**config.mk**
```make
export PLATFORM = sky130hd
export DESIGN_NAME = cyclic_first_free_server_dispatch
export DESIGN_NICKNAME = d
export VERILOG_FILES = /design/src/rtl/core/cffsd_pkg.sv /design/src/rtl/core/cffsd_cmp.sv /design/src/rtl/core/cffsd_table.sv /design/src/rtl/core/cffsd_seq.sv /design/src/rtl/core/cyclic_first_free_server_dispatch.sv
export SDC_FILE = /design/constraint.sdc
export NUM_CORES = 2
export LEC_CHECK = 0
export BUFFER_PORTS_ARGS = -buffer_cell sky130_fd_sc_hd__buf_2
export CORE_UTILIZATION = 40
export DETAILED_ROUTE_END_ITERATION = 6
export GPL_TIMING_DRIVEN = 1
export PLACE_DENSITY = 0.64
export SLEW_MARGIN = 20
export SYNTH_ARGS = -nofsm -noshare
export SYNTH_HDL_FRONTEND = slang
export SYNTH_SLANG_ARGS = --single-unit
```
**constraint.sdc**
```tcl
create_clock -name clk -period 7.2 [get_ports clk]
set_clock_uncertainty 0.1 [all_clocks]
set_input_delay 0.36 -clock clk [delete_from_list [all_inputs] [get_ports clk]]
set_output_delay 0.36 -clock clk [all_outputs]
set_load 0.1 [all_outputs]
```
**src/rtl/core/cffsd_pkg.sv**
```systemverilog
// Shared types and constants for the cyclic first-free server dispatch block.
`timescale 1ns / 1ps

package cffsd_pkg;

    localparam int SERVERS   = 16;
    localparam int SRV_LIMIT = (SERVERS < 16) ? SERVERS : 16;
    localparam int IDX_W     = (SERVERS > 1) ? $clog2(SERVERS) : 1;
    localparam int CFG_W     = 5;
    localparam int TIME_W    = 30;
    localparam int BUSY_W    = 31;
    localparam int COUNT_W   = 20;
    localparam int OUT_IDX_W = 4;

    localparam logic [COUNT_W-1:0] COUNT_MAX = {COUNT_W{1'b1}};
    localparam logic [CFG_W-1:0]   CFG_RESET = CFG_W'(16);

    localparam logic CMD_DISPATCH = 1'b0;
    localparam logic CMD_REPORT   = 1'b1;

    typedef enum logic [2:0] {
        S_IDLE,
        S_DSTART,
        S_DSCAN,
        S_DDONE,
        S_RMAX,
        S_REMIT
    } state_t;

    typedef struct packed {
        logic                 assigned;
        logic [OUT_IDX_W-1:0] server_index;
        logic [COUNT_W-1:0]   served_total;
        logic                 is_report;
        logic                 last;
    } result_t;

    typedef struct packed {
        logic               en;
        logic [IDX_W-1:0]   idx;
        logic [BUSY_W-1:0]  busy;
        logic [COUNT_W-1:0] count;
    } tbl_wr_t;

endpackage

```
**src/rtl/core/cffsd_cmp.sv**
```systemverilog
// Shared magnitude and equality comparator used by the dispatch search and report steps.
`timescale 1ns / 1ps

module cffsd_cmp
    import cffsd_pkg::*;
(
    input  logic [BUSY_W-1:0] a,
    input  logic [BUSY_W-1:0] b,
    output logic              lt,
    output logic              eq
);

    assign lt = (a < b);
    assign eq = (a == b);

endmodule

```
**src/rtl/core/cffsd_table.sv**
```systemverilog
// Server table: busy-until times and served counts, one read and one write port.
`timescale 1ns / 1ps

module cffsd_table
    import cffsd_pkg::*;
(
    input  logic               clk,
    input  logic               rst_n,
    input  logic [IDX_W-1:0]   rd_idx,
    output logic [BUSY_W-1:0]  rd_busy,
    output logic [COUNT_W-1:0] rd_count,
    input  tbl_wr_t            wr
);

    logic [BUSY_W-1:0]  busy_reg  [SERVERS];
    logic [COUNT_W-1:0] count_reg [SERVERS];

    always_ff @(posedge clk or negedge rst_n)
    begin
        if (!rst_n)
        begin
            for (int i = 0; i < SERVERS; i++)
            begin
                busy_reg[i]  <= '0;
                count_reg[i] <= '0;
            end
        end
        else if (wr.en)
        begin
            busy_reg[wr.idx]  <= wr.busy;
            count_reg[wr.idx] <= wr.count;
        end
    end

    assign rd_busy  = busy_reg[rd_idx];
    assign rd_count = count_reg[rd_idx];

endmodule

```
**src/rtl/core/cffsd_seq.sv**
```systemverilog
// Sequencer that walks the server table for dispatch searches and reports.
`timescale 1ns / 1ps

module cffsd_seq
    import cffsd_pkg::*;
(
    input  logic               clk,
    input  logic               rst_n,
    input  logic [IDX_W-1:0]   cnt_m1,
    input  logic               in_valid,
    output logic               in_ready,
    input  logic               in_cmd,
    input  logic [TIME_W-1:0]  in_arrival,
    input  logic [TIME_W-1:0]  in_duration,
    input  logic               out_space,
    output logic               emit,
    output result_t            res
);

    state_t              state_reg, state_next;
    logic [TIME_W-1:0]   arr_reg, arr_next;
    logic [TIME_W-1:0]   dur_reg, dur_next;
    logic [IDX_W-1:0]    idx_reg, idx_next;
    logic [IDX_W-1:0]    start_reg, start_next;
    logic [IDX_W-1:0]    step_reg, step_next;
    logic                found_reg, found_next;
    logic [COUNT_W-1:0]  best_reg, best_next;
    logic [IDX_W-1:0]    lastix_reg, lastix_next;
    logic [IDX_W-1:0]    pos_reg, pos_next;

    logic [BUSY_W-1:0]   rd_busy;
    logic [COUNT_W-1:0]  rd_count;
    logic [COUNT_W-1:0]  count_inc;
    logic [BUSY_W-1:0]   cmp_a, cmp_b;
    logic                cmp_lt, cmp_eq;
    logic                is_free, is_gt;
    logic [IDX_W-1:0]    idx_wrap;
    tbl_wr_t             wr;

    cffsd_table u_table (
        .clk      (clk),
        .rst_n    (rst_n),
        .rd_idx   (idx_reg),
        .rd_busy  (rd_busy),
        .rd_count (rd_count),
        .wr       (wr)
    );

    cffsd_cmp u_cmp (
        .a  (cmp_a),
        .b  (cmp_b),
        .lt (cmp_lt),
        .eq (cmp_eq)
    );

    // Dispatch states compare busy time to arrival; report states compare counts.
    always_comb
    begin
        if (state_reg inside {S_RMAX, S_REMIT})
        begin
            cmp_a = BUSY_W'(rd_count);
            cmp_b = BUSY_W'(best_reg);
        end
        else
        begin
            cmp_a = rd_busy;
            cmp_b = BUSY_W'(arr_reg);
        end
    end

    assign is_free   = cmp_lt | cmp_eq;
    assign is_gt     = ~cmp_lt & ~cmp_eq;
    assign idx_wrap  = (idx_reg == cnt_m1) ? '0 : idx_reg + 1'b1;
    assign count_inc = (rd_count == COUNT_MAX) ? rd_count : rd_count + 1'b1;

    always_comb
    begin
        state_next  = state_reg;
        arr_next    = arr_reg;
        dur_next    = dur_reg;
        idx_next    = idx_reg;
        start_next  = start_reg;
        step_next   = step_reg;
        found_next  = found_reg;
        best_next   = best_reg;
        lastix_next = lastix_reg;
        pos_next    = pos_reg;
        in_ready    = 1'b0;
        emit        = 1'b0;
        res         = '0;
        wr.en       = 1'b0;
        wr.idx      = idx_reg;
        wr.busy     = BUSY_W'(arr_reg) + BUSY_W'(dur_reg);
        wr.count    = count_inc;

        case (state_reg)
            S_IDLE:
            begin
                in_ready = 1'b1;
                if (in_valid)
                begin
                    arr_next = in_arrival;
                    dur_next = in_duration;
                    if (in_cmd == CMD_REPORT)
                    begin
                        best_next   = '0;
                        lastix_next = '0;
                        idx_next    = '0;
                        state_next  = S_RMAX;
                    end
                    else
                    begin
                        idx_next   = pos_reg;
                        state_next = S_DSTART;
                    end
                end
            end
            S_DSTART:
            begin
                // Reduce a stale position modulo the active count.
                if (idx_reg > cnt_m1)
                begin
                    idx_next = idx_reg - cnt_m1 - 1'b1;
                end
                else
                begin
                    start_next = idx_reg;
                    step_next  = '0;
                    state_next = S_DSCAN;
                end
            end
            S_DSCAN:
            begin
                if (is_free)
                begin
                    found_next = 1'b1;
                    state_next = S_DDONE;
                end
                else if (step_reg == cnt_m1)
                begin
                    found_next = 1'b0;
                    state_next = S_DDONE;
                end
                else
                begin
                    idx_next  = idx_wrap;
                    step_next = step_reg + 1'b1;
                end
            end
            S_DDONE:
            begin
                if (out_space)
                begin
                    emit             = 1'b1;
                    res.assigned     = found_reg;
                    res.server_index = found_reg ? OUT_IDX_W'(idx_reg) : '0;
                    res.served_total = found_reg ? count_inc : '0;
                    res.is_report    = 1'b0;
                    res.last         = 1'b1;
                    wr.en            = found_reg;
                    pos_next         = (start_reg == cnt_m1) ? '0 : start_reg + 1'b1;
                    state_next       = S_IDLE;
                end
            end
            S_RMAX:
            begin
                if (is_gt)
                begin
                    best_next   = rd_count;
                    lastix_next = idx_reg;
                end
                else if (cmp_eq)
                begin
                    lastix_next = idx_reg;
                end
                if (idx_reg == cnt_m1)
                begin
                    idx_next   = '0;
                    state_next = S_REMIT;
                end
                else
                begin
                    idx_next = idx_reg + 1'b1;
                end
            end
            S_REMIT:
            begin
                if (cmp_eq)
                begin
                    if (out_space)
                    begin
                        emit             = 1'b1;
                        res.assigned     = 1'b1;
                        res.server_index = OUT_IDX_W'(idx_reg);
                        res.served_total = best_reg;
                        res.is_report    = 1'b1;
                        res.last         = (idx_reg == lastix_reg);
                        if (idx_reg == lastix_reg)
                        begin
                            state_next = S_IDLE;
                        end
                        else
                        begin
                            idx_next = idx_reg + 1'b1;
                        end
                    end
                end
                else
                begin
                    idx_next = idx_reg + 1'b1;
                end
            end
            default:
            begin
                state_next = S_IDLE;
            end
        endcase
    end

    always_ff @(posedge clk or negedge rst_n)
    begin
        if (!rst_n)
        begin
            state_reg  <= S_IDLE;
            pos_reg    <= '0;
            idx_reg    <= '0;
            start_reg  <= '0;
            step_reg   <= '0;
            found_reg  <= 1'b0;
            best_reg   <= '0;
            lastix_reg <= '0;
        end
        else
        begin
            state_reg  <= state_next;
            pos_reg    <= pos_next;
            idx_reg    <= idx_next;
            start_reg  <= start_next;
            step_reg   <= step_next;
            found_reg  <= found_next;
            best_reg   <= best_next;
            lastix_reg <= lastix_next;
        end
    end

    always_ff @(posedge clk)
    begin
        arr_reg <= arr_next;
        dur_reg <= dur_next;
    end

    // The table is only updated at the end of a successful search.
    a_wr_only_done: assert property (@(posedge clk) disable iff (!rst_n)
        wr.en |-> (state_reg == S_DDONE && found_reg))
        else $error("table write outside a successful dispatch");

    // The search walk never leaves the active part of the ring.
    a_scan_in_range: assert property (@(posedge clk) disable iff (!rst_n)
        (state_reg == S_DSCAN) |-> (idx_reg <= cnt_m1 && step_reg <= cnt_m1))
        else $error("dispatch walk beyond active servers");

    // The flagged final report beat ends the report.
    a_report_ends: assert property (@(posedge clk) disable iff (!rst_n)
        (emit && res.is_report && res.last) |=> (state_reg == S_IDLE))
        else $error("report continued after its last beat");

    // The report emit walk cannot run past the last busiest server.
    a_remit_bound: assert property (@(posedge clk) disable iff (!rst_n)
        (state_reg == S_REMIT) |-> (idx_reg <= lastix_reg))
        else $error("report walk passed the last busiest server");

endmodule

```
**src/rtl/core/cyclic_first_free_server_dispatch.sv**
```systemverilog
// Top level of the cyclic first-free server dispatch block.
// Dispatch steps: after acceptance a dispatch passes a start state that folds a stale position
// into range, a search over the servers in use and a write-back state.
// Flow: one input at a time, each finished before the next is taken; a report waits out output
// stalls and sends one beat per busiest server.
// Reset: rst_n clears busy times, counts and job position, sets 16 servers, empties the output.
`timescale 1ns / 1ps

module cyclic_first_free_server_dispatch
    import cffsd_pkg::*;
(
    input  logic        clk,
    input  logic        rst_n,
    // Configuration: server_count.
    input  logic        cfg_we,
    input  logic [4:0]  cfg_wdata,
    // Input stream.
    input  logic        s_axis_tvalid,
    output logic        s_axis_tready,
    input  logic [63:0] s_axis_tdata,  // [29:0] arrival_time, [59:30] duration, rest zero
    input  logic        s_axis_tuser,  // [0] command
    // Output stream.
    output logic        m_axis_tvalid,
    input  logic        m_axis_tready,
    output logic [31:0] m_axis_tdata,  // [0] assigned, [4:1] server_index,
                                       // [24:5] served_total, rest zero
    output logic        m_axis_tuser,  // [0] is_report
    output logic        m_axis_tlast   // last beat of this input
);

    logic [CFG_W-1:0] cfg_reg;
    logic [CFG_W-1:0] cnt_eff;
    logic [IDX_W-1:0] cnt_m1;
    logic             out_valid_reg;
    result_t          out_reg;
    logic             out_space;
    logic             emit;
    result_t          res;

    // The server count register is written directly; no read-back.
    always_ff @(posedge clk or negedge rst_n)
    begin
        if (!rst_n)
        begin
            cfg_reg <= CFG_RESET;
        end
        else if (cfg_we)
        begin
            cfg_reg <= cfg_wdata;
        end
    end

    // Zero acts as one server and anything above the built count is clamped to it.
    always_comb
    begin
        if (cfg_reg == '0)
        begin
            cnt_eff = CFG_W'(1);
        end
        else if (cfg_reg > CFG_W'(SRV_LIMIT))
        begin
            cnt_eff = CFG_W'(SRV_LIMIT);
        end
        else
        begin
            cnt_eff = cfg_reg;
        end
    end

    assign cnt_m1 = IDX_W'(cnt_eff - 1'b1);

    // The sequencer may hand over a result whenever the output register is free
    // or is being drained in this same cycle.
    assign out_space = ~out_valid_reg | m_axis_tready;

    cffsd_seq u_seq (
        .clk         (clk),
        .rst_n       (rst_n),
        .cnt_m1      (cnt_m1),
        .in_valid    (s_axis_tvalid),
        .in_ready    (s_axis_tready),
        .in_cmd      (s_axis_tuser),
        .in_arrival  (s_axis_tdata[29:0]),
        .in_duration (s_axis_tdata[59:30]),
        .out_space   (out_space),
        .emit        (emit),
        .res         (res)
    );

    // Output register separating the sequencer from the downstream stall.
    always_ff @(posedge clk or negedge rst_n)
    begin
        if (!rst_n)
        begin
            out_valid_reg <= 1'b0;
        end
        else if (emit)
        begin
            out_valid_reg <= 1'b1;
        end
        else if (m_axis_tready)
        begin
            out_valid_reg <= 1'b0;
        end
    end

    always_ff @(posedge clk)
    begin
        if (emit)
        begin
            out_reg <= res;
        end
    end

    assign m_axis_tvalid = out_valid_reg;
    assign m_axis_tdata  = {7'b0, out_reg.served_total, out_reg.server_index,
                            out_reg.assigned};
    assign m_axis_tuser  = out_reg.is_report;
    assign m_axis_tlast  = out_reg.last;

endmodule

```
==> results <==
- The flow ran to the end, and the final reports show no timing, DRC or antenna violations.
- The share of total power dissipated in combinational logic is 29.1%.
- Net switching is 34.4% of the power.
- The worst min-delay path category is input port to flip-flop.
- In the synthesized netlist the async set-or-reset flop fraction comes to 90.9%.
- Once routing completed, OpenROAD measured the worst setup slack at 1.25 ns.
- The number of synthesized register bits is 953.
- The final net count is 4085.
- Measured along the x axis, the die boundary spans 335 um.
- The number of CTS-inserted buffers is 93.
- The final worst-path cycle share is 82.6%.
- The initial antenna violation count came to 3.
- Across the run, the number of max-cap violations was 0.
- For the pin with the worst max-slew slack, the measured transition is 1.18 ns.
- Dividing the detail-routed via count by the number of cells gives 5.60.
- The Yosys step of the flow raised 0 warnings.
- The first-pass GRT wire length is 188000 um.
- The clock network burns 30.3% of the power.
- The number of flip-flops in the largest register is 496.
- The leakage dissipation is 21.9 nW.
- The switching power of the nets is approximately 0.0057 W.
- Measured against its own limit, the worst slew margin works out to 21.1%.
- The total power after layout is 0.0165 W.
- IR analysis of the VDD net gives a maximum drop of between 200 and 250 uV.
- The sequential share of power is 40.6%.
- The final routed wire length divided by cell count is 22.3 um.
- The synthesized design spends more area on one cell type than any other, namely sky130_fd_sc_hd__dfrtp_1.
- The worst path arrival time is around 6.4 ns.
- The number of input and output port buffers inserted is 99.
- Setup violations remaining at the end of the flow were counted as 0.
- Ranked by total cell area, the synthesized netlist is headed by sky130_fd_sc_hd__dfrtp_1 49%, sky130_fd_sc_hd__mux4_2 11%, sky130_fd_sc_hd__o21ai_0 8.1%.
- The post-route DRC violation count is 0.
- The final instance count without filler cells is between 5000 and 6000.
- The pre-CTS worst setup slack is 1.31 ns.
- Buffers inserted to repair hold after CTS numbered 73.
- The time the final worst path needs with I/O delays and setup is 5.95 ns.
- The total count of hold-check failures in the final report is 0.
- At the later pin of the worst-skew pair, clock insertion delay measures 0.68 ns.
- In the global route stage, overall resource usage came out at between 20% and 30%.
- The relative area change from synthesis to final layout is 12.7%.
- The floorplan has ~120 rows.
- The core region is 109000 sq um.
- The H-tree was split into 3 levels.
- The DRC violation total after the first TritonRoute iteration is roughly 2700.
- The die covers 112000 sq um.
- Yosys mapped a number of flops with a built-in enable equal to 87.
- The distinct cell type count of the synthesized netlist is 84.
- Of all nets on the critical path, the largest fanout is 34.
- The number of placed instances, taps included, is 5243.
- The post-detailed-route count of antenna-violating nets is 0.
- The longest clock path from root to sink contains 3 buffers.
- The TritonCTS clock tree is yes.
- The routed layout has about 30000 vias.
- The number of pins exceeding their max-slew limit in the final report is 0.
- The number of filler instances in the final layout is 9913.
- The maximum clock frequency is ~170 MHz.
- The synthesized area per cell is 11.3 sq um.
- After synthesis the cells add up to 44400 sq um.
- The HPWL after detailed placement is 72800 um.
- The gate count after technology mapping is 3909.
- Among all flip-flop cells after synthesis, the most frequent one is sky130_fd_sc_hd__dfrtp_1.
- The number of gates resized after CTS is 0.
- The area fraction of the dominant cell type after synthesis is 48.8%.
- The root buffer selected by CTS is sky130_fd_sc_hd__clkbuf_16.
- Wires add up to 123000 um.
- The number of global-route vias before repair is 30300.
- The sum of negative setup slack is 0 ns.
- The power per standard cell area is approximately 330 nW/um^2.
- In the final layout, the share of cells above drive strength 1 is 18.0%.
- The residual overflow from global routing is 0.
- STA puts the critical path data required time at between 7 and 8 ns.
- The die span in y is 335 um.
- The internal portion of the total power is roughly 0.011 W.
- The portion of the post-synthesis area used by sequential elements is 54.7%.
- The first-pass iteration count of the detailed router is 5.
- Setup repair after global routing left no endpoint under its margin.
- The I/O pin count is 111.
- For this configuration, the core starts out at a cell density of about two fifths.
- Clock tree synthesis found a total of 953 sinks.
- The critical path in this run is classified as flip-flop to flip-flop.
- The post-CTS setup buffer count is 0.
- Clock-pin slew was measured on the worst setup and hold paths at 0.06 ns.
- The final estimated routing congestion in global placement is slightly above 0.9.
- The element type at the critical path start is a flip-flop.
- The critical path endpoint category is a flip-flop.
- Entering global routing, the biggest net connects 177 pins.
==> cell usage in the layout (no fill, tap or decap), types with 19 or more instances in the layout <==
cell type | netlist | final
sky130_fd_sc_hd__ha_1 | 73 | 73
sky130_fd_sc_hd__clkbuf_16 | 0 | 93
sky130_fd_sc_hd__mux4_2 | 208 | 208
sky130_fd_sc_hd__nor2_1 | 70 | 69
sky130_fd_sc_hd__mux4_1 | 26 | 26
sky130_fd_sc_hd__o31ai_1 | 19 | 19
sky130_fd_sc_hd__o21ai_1 | 59 | 58
sky130_fd_sc_hd__nand3_1 | 29 | 29
sky130_fd_sc_hd__clkbuf_1 | 217 | 22
sky130_fd_sc_hd__o21ai_0 | 721 | 721
sky130_fd_sc_hd__mux2i_1 | 48 | 48
sky130_fd_sc_hd__dfrtp_1 | 865 | 861
sky130_fd_sc_hd__edfxtp_1 | 87 | 87
sky130_fd_sc_hd__buf_4 | 23 | 68
sky130_fd_sc_hd__dlygate4sd3_1 | 0 | 73
sky130_fd_sc_hd__buf_2 | 16 | 98
sky130_fd_sc_hd__a21oi_1 | 67 | 67
sky130_fd_sc_hd__o21ai_2 | 21 | 22
sky130_fd_sc_hd__nand2_1 | 887 | 871
sky130_fd_sc_hd__clkinv_2 | 0 | 19
sky130_fd_sc_hd__a21o_1 | 20 | 20
sky130_fd_sc_hd__mux2_2 | 97 | 97
sky130_fd_sc_hd__inv_1 | 28 | 28
==> worst max-delay path: stages (launching register included) <==
cell and delay, ns:
sky130_fd_sc_hd__dfrtp_4 0.91, sky130_fd_sc_hd__buf_4 0.56, sky130_fd_sc_hd__mux4_2 0.57, sky130_fd_sc_hd__mux4_2 0.54, sky130_fd_sc_hd__nand2_1 0.09, sky130_fd_sc_hd__o21ai_0 0.17, sky130_fd_sc_hd__ha_1 0.40, sky130_fd_sc_hd__nand4_1 0.13
sky130_fd_sc_hd__nor4_1 0.58, sky130_fd_sc_hd__a21boi_0 0.25, sky130_fd_sc_hd__nor3_1 0.12, sky130_fd_sc_hd__o21ai_1 0.63, sky130_fd_sc_hd__a21boi_1 0.33, sky130_fd_sc_hd__o21ai_0 0.25, sky130_fd_sc_hd__o21ai_0 0.10
==> synth_stat cells (6+ instances only) <==
master	instances
sky130_fd_sc_hd__mux2i_1	48
sky130_fd_sc_hd__a22o_1	16
sky130_fd_sc_hd__o21a_1	10
sky130_fd_sc_hd__and2_1	14
sky130_fd_sc_hd__a21o_1	20
sky130_fd_sc_hd__a221oi_1	13
sky130_fd_sc_hd__nand3_1	29
sky130_fd_sc_hd__nand2_1	887
sky130_fd_sc_hd__a31oi_1	6
sky130_fd_sc_hd__edfxtp_1	87
sky130_fd_sc_hd__clkbuf_1	217
sky130_fd_sc_hd__a21oi_1	67
sky130_fd_sc_hd__buf_1	43
sky130_fd_sc_hd__inv_1	28
sky130_fd_sc_hd__buf_4	23
sky130_fd_sc_hd__nand2b_1	9
sky130_fd_sc_hd__nand4_1	11
sky130_fd_sc_hd__o31ai_1	19
sky130_fd_sc_hd__nor4_1	6
sky130_fd_sc_hd__buf_6	15
sky130_fd_sc_hd__xnor2_1	20
sky130_fd_sc_hd__nor2b_1	16
sky130_fd_sc_hd__nor2_1	70
sky130_fd_sc_hd__a22oi_1	13
sky130_fd_sc_hd__and3_1	6
sky130_fd_sc_hd__mux4_1	26
sky130_fd_sc_hd__xor2_1	24
sky130_fd_sc_hd__o21ai_1	59
sky130_fd_sc_hd__mux2_2	97
sky130_fd_sc_hd__buf_2	16
sky130_fd_sc_hd__o21ai_2	21
sky130_fd_sc_hd__a221oi_2	6
sky130_fd_sc_hd__nor3_1	15
sky130_fd_sc_hd__dfrtp_1	865
sky130_fd_sc_hd__o21ai_0	721
sky130_fd_sc_hd__ha_1	73
sky130_fd_sc_hd__mux4_2	208
==> cell families after synthesis <==
kind of cell / after synthesis / synth area share [%]
XOR/XNOR: 46 / 0.967
AND/OR/NAND/NOR: 1092 / 10.0
adder cells (fa/ha/maj): 75 / 2.15
AO/OA/AOI/OAI: 1007 / 12.6
buffers and inverters: 354 / 3.75
flip-flops: 953 / 54.7
multiplexers: 381 / 15.8
other: 1 / 0.00845
==> routing by layer <==
layer  global-route usage (%)  up-vias  part of all wire, %
met1                     31.1    15600                   44
met3                     2.79      228                  5.9
li1                         -    13900                    -
met2                     34.7     1004                   46
met5                        0        -               0.0098
met4                     8.49        2                  3.5
==> power groups by stage <==
| stage | Sequential, W | Combinational [W] | Clock, W |
|---|---|---|---|
| 5_1_grt | 0.00678 | 0.00524 | 0.00530 |
| 2_1_floorplan | 0.00662 | 0.00343 | 0 |
| 3_5_place_dp | 0.00679 | 0.00473 | 0 |
| 6_report | 0.00671 | 0.00482 | 0.00502 |
| 4_1_cts | 0.00670 | 0.00478 | 0.00510 |
| 3_3_place_gp | 0.00677 | 0.00467 | 0 |
==> area by class of cell <==
cell class	count	area [sq um]	share of cell area [%]
Antenna cell	3	7.51	0.0150
Clock buffer	129	2600	5.20
Clock inverter	42	514	1.03
Inverter	30	113	0.225
Multi-Input combinational cell	2608	18700	37.4
Sequential cell	953	24300	48.6
Tap cell	1476	1850	3.69
Timing Repair Buffer	249	1930	3.85
==> final timing paths <==
check                                                         from                                       end  slack (ns)  depth (start not counted)
min reg2reg                u_seq.u_table.busy_reg[142]$_DFFE_PN0P_   u_seq.u_table.busy_reg[142]$_DFFE_PN0P_        0.37                          2
max                                   u_seq.idx_reg[0]$_DFFE_PN0P_              u_seq.idx_reg[2]$_DFFE_PN0P_        1.25                         14
max in group asynchronous                                    rst_n  u_seq.u_table.count_reg[214]$_DFFE_PN0P_        4.80                          4
max reg2reg                           u_seq.idx_reg[0]$_DFFE_PN0P_              u_seq.idx_reg[2]$_DFFE_PN0P_        1.25                         14
min in group asynchronous                                    rst_n   u_seq.u_table.busy_reg[382]$_DFFE_PN0P_        0.24                          2
min                                                  s_axis_tvalid           u_seq.lastix_reg[1]$_DFFE_PN0P_        0.21                          4
==> through the flow <==
stage               area [sq um]  hold WS [ns]  utilization, %
floorplan                  44400       -0.0356               -
global placement           46100         0.355            42.1
detailed placement         46100         0.362            42.1
CTS                        49900         0.168            45.6
global route               50000         0.284            45.7
finish                     50000         0.213            45.7
Note: power is estimated with default switching activity, not from simulation.
